## config.mk

```make
export PLATFORM = sky130hd
export DESIGN_NAME = swsb_accum
export DESIGN_NICKNAME = d
export VERILOG_FILES = /design/src/rtl/swsb_pkg.sv /design/src/rtl/swsb_accum.sv
export SDC_FILE = /design/constraint.sdc
export NUM_CORES = 1
export LEC_CHECK = 0
export ABC_AREA = 0
export BUFFER_PORTS_ARGS = -buffer_cell sky130_fd_sc_hd__buf_2
export CORE_ASPECT_RATIO = 1.25
export CORE_MARGIN = 3
export CORE_UTILIZATION = 40
export CTS_BUF_LIST = sky130_fd_sc_hd__clkbuf_4
export CTS_CLUSTER_DIAMETER = 200
export CTS_CLUSTER_SIZE = 25
export DETAILED_ROUTE_END_ITERATION = 10
export GPL_ROUTABILITY_DRIVEN = 0
export GPL_TIMING_DRIVEN = 0
export HOLD_SLACK_MARGIN = 0.1
export PLACE_DENSITY = 0.59
export SLEW_MARGIN = 5
export SYNTH_ARGS = -nofsm -noshare
export SYNTH_HDL_FRONTEND = slang
export SYNTH_SLANG_ARGS = --single-unit
```

## constraint.sdc

```tcl
create_clock -name clk -period 12.15 [get_ports clk]
set_clock_uncertainty 0.2 [all_clocks]
set_input_delay 2.43 -clock clk [delete_from_list [all_inputs] [get_ports clk]]
set_output_delay 2.43 -clock clk [all_outputs]
set_load 0.02 [all_outputs]
```

## src/rtl/swsb_pkg.sv

```systemverilog
// Package for the sliding window sum and bit count block.
// Holds shared widths, command and register codes and the store write request type.
// No dependencies.
package swsb_pkg;

	localparam int STORE_DEPTH_DEF = 256;
	localparam int SAMPLE_W        = 32;
	localparam int SUM_W           = 40;
	localparam int COUNTS_W        = 64;
	localparam int SIZE_W          = 8;
	localparam int NEFF_W          = 9;
	localparam int BYTE_W          = 8;
	localparam int CFG_IDX_W       = 1;

	// Input commands.
	localparam logic CMD_PUSH  = 1'b0;
	localparam logic CMD_CLEAR = 1'b1;

	// Configuration register indexes.
	localparam logic [CFG_IDX_W-1:0] REG_WINDOW_SIZE = 1'd0;
	localparam logic [CFG_IDX_W-1:0] REG_COUNT_MODE  = 1'd1;

	// Counting modes.
	localparam logic MODE_SUM  = 1'b0;
	localparam logic MODE_BITS = 1'b1;

	localparam logic [SIZE_W-1:0] WINDOW_SIZE_RST = 8'd8;

	// Write request from the update stage back into the sample store.
	typedef struct packed {
		logic                en;
		logic [SAMPLE_W-1:0] data;
	} store_wr_t;

endpackage

```

## src/rtl/swsb_accum.sv

```systemverilog
// Update stage and output register: running sum and per-bit counters.
// Produces the store write-back and the result request.
// Depends on swsb_pkg.
module swsb_accum (
	input  logic                           clk,
	input  logic                           arst_n,
	input  logic                           accept,
	input  logic                           cfg_clear,
	input  logic                           command,
	input  logic [swsb_pkg::SAMPLE_W-1:0]  fresh,
	input  logic                           count_mode,
	input  logic [swsb_pkg::SAMPLE_W-1:0]  old_s1,
	output logic                           s1_free,
	output swsb_pkg::store_wr_t            wr,
	output logic                           out_valid,
	input  logic                           out_stall,
	output logic [swsb_pkg::SUM_W-1:0]     window_sum,
	output logic [swsb_pkg::COUNTS_W-1:0]  bit_counts
);
	import swsb_pkg::*;

	logic                valid_s1;
	logic                cmd_s1;
	logic [SAMPLE_W-1:0] fresh_s1;
	logic                adv;
	logic [SUM_W-1:0]    sum_q;
	logic [COUNTS_W-1:0] counts_q;
	logic [SUM_W-1:0]    sum_nxt;
	logic [COUNTS_W-1:0] counts_nxt;
	logic                out_valid_q;

	assign adv     = valid_s1 && (!out_valid_q || !out_stall);
	assign s1_free = !valid_s1 || adv;

	// Stage one request registers.
	always_ff @(posedge clk or negedge arst_n) begin
		if (!arst_n) begin
			valid_s1 <= 1'b0;
		end else if (accept) begin
			valid_s1 <= 1'b1;
		end else if (adv) begin
			valid_s1 <= 1'b0;
		end
	end

	always_ff @(posedge clk) begin
		if (accept) begin
			cmd_s1   <= command;
			fresh_s1 <= fresh;
		end
	end

	// Remove the oldest sample and add the new one; a clear command zeroes both sums.
	always_comb begin
		sum_nxt    = sum_q;
		counts_nxt = counts_q;
		if (cmd_s1 == CMD_CLEAR) begin
			sum_nxt    = '0;
			counts_nxt = '0;
		end else if (count_mode == MODE_SUM) begin
			sum_nxt = sum_q - SUM_W'(signed'(old_s1)) + SUM_W'(signed'(fresh_s1));
		end else begin
			for (int i = 0; i < BYTE_W; i++) begin
				counts_nxt[i*BYTE_W +: BYTE_W] = counts_q[i*BYTE_W +: BYTE_W]
					- BYTE_W'(old_s1[i]) + BYTE_W'(fresh_s1[i]);
			end
		end
	end

	assign wr = '{en: adv && (cmd_s1 == CMD_PUSH), data: fresh_s1};

	// Running sums.
	always_ff @(posedge clk or negedge arst_n) begin
		if (!arst_n) begin
			sum_q    <= '0;
			counts_q <= '0;
		end else if (cfg_clear) begin
			sum_q    <= '0;
			counts_q <= '0;
		end else if (adv) begin
			sum_q    <= sum_nxt;
			counts_q <= counts_nxt;
		end
	end

	// Output register.
	always_ff @(posedge clk or negedge arst_n) begin
		if (!arst_n) begin
			out_valid_q <= 1'b0;
		end else if (adv) begin
			out_valid_q <= 1'b1;
		end else if (!out_stall) begin
			out_valid_q <= 1'b0;
		end
	end

	always_ff @(posedge clk) begin
		if (adv) begin
			window_sum <= sum_nxt;
			bit_counts <= counts_nxt;
		end
	end

	assign out_valid = out_valid_q;

endmodule

```

==> reports/metrics.csv <==
stage;metric;value;unit
grt;antenna_found_initial;1;
worst_hold_path;holdCritPathClass;flop to flop;
cts;cts_tree;yes;
route;routed_wl;44500;um
cts;cts_root_buf;clkbuf_4;
route;antenna_left;0;
setup_path;cp_slowest_stage_delay;0.62;ns
cts;cts_setup_buffers;0;
route;wl_per_cell;18.7;um
synthesis;synth-compound-area-share;0.142;
synthesis;synth.distinct_cells;73;
outcome;outcome;finished clean;
route;vias;12600;
flow_run;drv_cap;0;
synthesis;syn_nets;1883;
route;routed_via_density;5.27;
sta;max_slew.worst_pin.slew;1.22;ns
setup_path;crit_type;primary input to output pin;
cts;holdBufCountCts;0;
cts;clock-sinks;243;
synthesis;synth_xor_area_frac;0.0497;
setup_path;required;9.52;ns
grt;grt_max_degree;59;
sta;setup_violations;0;
sta;fin_tns_setup;0;ns
sta;post-route-min-period;6.56;ns
route;top_layer;met4;
setup_path;worstPathMaxFanout;10;
sta;drv_slew;0;
route;dr_wl_met2;22300;um
route;wl_met3;2260;um
floorplanning;design.die.area;42100;sq um
setup_path;end_kind;output pin;
route;wl_met1;18100;um
cells_and_area;finalInstanceArea;17800;sq um
cts;cts_inserted_buffers;13;
synthesis;yosys_warnings;0;
grt;globalRouteOverflowTotal;0;
synthesis;synth_commonest_cells;inv_1, nand2_1, a21oi_1;
grt;grt_usage;0.211;
setup_path;cp-start-kind;primary input;
synthesis;ys_ff_latch;243;
grt;grt_first_pass_wirelength;69900;um
synthesis;syn_area_per_cell;9.56;sq um
grt;first_global_vias;12800;
cells_and_area;area_growth;12.0;%
setup_path;crit_chain;buf_2 -> nand2_1 -> nand2_1 -> clkbuf_1 -> nor2_1 -> buf_2;
pwr;power_density;126;nW/um^2
cts;cts.repair.resized;0;
synthesis;netlist_area;15900;sq um
floorplanning;io_pins;210;
setup_path;crit_buf_inv;3;
floorplanning;core_area;38600;sq um
synthesis;synthAdderAreaFrac;0.142;
route;drc;0;
synthesis;yosysTopAreaCell;edfxtp_1;
floorplanning;die_width;184;um
pwr;ir_drop;0.0000876;V
cells_and_area;drive_above_1_share;0.141;
synthesis;synthMuxAreaShare;0.0416;
placement;placed_cell_area;17600;sq um
synthesis;synth_top_family_by_area;adder cells;
pwr;power.leakage;7.98;nW
setup_path;crit_arrival;3.93;ns
floorplanning;num_rows;80;
synthesis;yosysTopAreaCellShare;0.259;
sta;maxSlewHeadroom;0.182;
route;drt-pass1-iter-count;5;
placement;io_buffers;208;
synthesis;synthArstFlopShare;0.436;
synthesis;synth_ff_type;edfxtp_1;
route;drt_iter0_drc;734;
cells_and_area;fin_nets;2110;
setup_path;cpMaxStageDelayCell;clkbuf_1;
synthesis;synth.most_common_cell;inv_1;
synthesis;synth_area_leaders;edfxtp_1, dfrtp_1, ha_1;
placement;dp_hpwl;33600;um
sta;fin_crit_sh;0.540;
synthesis;yosys.area_share.simple;0.122;
cts;clockBufferDepth;3;
cts;clk_pin_slew;0.22;ns
sta;max_freq;152;MHz
synthesis;ys_seq_area_frac;0.426;
sta;rsz0062_at_grt;false;
setup_path;critPathTopFamily;buffers and inverters;
synthesis;synth_edf_count;137;
floorplanning;die_h;229;um
synthesis;synthCells;1660;
sta;hold_violations;0;
cells_and_area;nFillCells;3870;
cts;clkLatencyLatePin;0.76;ns
floorplanning;start_util;0.411;
cts;htreeDepth;1;
==> placed cells by master (no fill, tap or decap), types with 5 or more instances in the layout <==
| cell type | netlist | final |
|---|---|---|
| inv_1 | 243 | 243 |
| buf_2 | 6 | 214 |
| nand2_1 | 195 | 195 |
| a21oi_1 | 152 | 152 |
| nor2_1 | 147 | 147 |
| edfxtp_1 | 137 | 137 |
| dfrtp_1 | 106 | 106 |
| ha_1 | 105 | 105 |
| mux2i_1 | 66 | 66 |
| xnor2_1 | 58 | 58 |
| clkbuf_1 | 57 | 57 |
| o21ai_0 | 47 | 47 |
| fa_1 | 47 | 47 |
| xor2_1 | 32 | 32 |
| nor3_1 | 22 | 22 |
| a21o_1 | 22 | 22 |
| o21bai_1 | 21 | 21 |
| clkbuf_4 | 0 | 19 |
| a211oi_1 | 15 | 15 |
| a22oi_1 | 13 | 13 |
| nand4_1 | 10 | 10 |
| nor4_1 | 10 | 10 |
| nand2b_1 | 9 | 9 |
| nor3b_1 | 9 | 9 |
| nand3_1 | 8 | 8 |
| a311o_1 | 8 | 8 |
| nor2b_1 | 7 | 7 |
| o22ai_1 | 7 | 7 |
| o21a_1 | 6 | 6 |
| buf_1 | 7 | 6 |
| or2_2 | 5 | 5 |
| a21oi_2 | 5 | 5 |
| or3_1 | 5 | 5 |
| a22o_1 | 5 | 5 |
==> logic make-up (layout without fill, tap and decap cells) <==
logic type               after synthesis  in the layout
adder cells (fa/ha/maj)              152            152
AND/OR/NAND/NOR                      444            444
other                                  0              1
flip-flops                           243            243
buffers and inverters                316            548
multiplexers                          66             66
XOR/XNOR                              90             90
AO/OA/AOI/OAI                        349            349
==> path summary, 6_finish.rpt <==
| check | cells after the start | startpoint | slack (ns) | to |
|---|---|---|---|---|
| worst max-delay path | 6 | out_stall | 5.59 | wr[32] |
| worst min-delay path | 2 | sum_q[23] | 0.34 | sum_q[23] |
| worst max register to register | 13 | fresh_s1[1] | 7.62 | window_sum[36] |
| worst min register to register | 2 | sum_q[23] | 0.34 | sum_q[23] |
| max in group asynchronous | 2 | arst_n | 9.63 | counts_q[55] |
| min in group asynchronous | 1 | arst_n | 1.40 | counts_q[6] |
==> power by group <==
part           leakage (nW)  switching (mW)  internal, mW
logic                  5.07           0.577         0.332
clock network        0.0920           0.257        0.0724
registers              2.82          0.0359         0.959
==> through the flow <==
stage	hold WS, ns	power, mW	util	std cells	setup slack (ns)
finish	0.340	2.23	0.460	2385	5.59
global route	0.370	2.39	0.460	2385	5.51
CTS	0.344	2.26	0.460	2384	5.59
detailed placement	0.291	1.92	0.456	2364	5.58
global placement	0.271	1.91	0.453	2360	3.15
floorplan	0.257	1.66	-	1660	5.37
==> state kept, by name, summed over array words and instances, names as in the netlist <==
register / flops
bit_counts: 64
cmd_s1: 1
counts_q: 64
fresh_s1: 32
out_valid: 1
sum_q: 40
valid_s1: 1
window_sum: 40
==> tightest hold or removal path, stage by stage, from the launching register on <==
cell	delay, ns
dfrtp_1	0.42
nand2_1	0.05
o21ai_0	0.06
==> layer usage <==
layer | vias up | track usage
li1 | 6059 | -
met1 | 6070 | 0.260
met2 | 362 | 0.373
met3 | 89 | 0.0259
met4 | 0 | 0.0818
met5 | - | 0
==> layout make-up <==
class / instances / area, sq um / area share
diodes: 1 / 2.50 / 0.000141
clock inverters: 1 / 8.76 / 0.000493
well taps: 492 / 616 / 0.0346
clock buffers: 19 / 143 / 0.00803
multi-input cells: 1101 / 7900 / 0.444
flip-flops and latches: 243 / 6770 / 0.381
inverters: 243 / 912 / 0.0513
repair buffers: 212 / 1130 / 0.0639
plain buffers: 73 / 293 / 0.0165
Power figures use the tool's default switching activity.
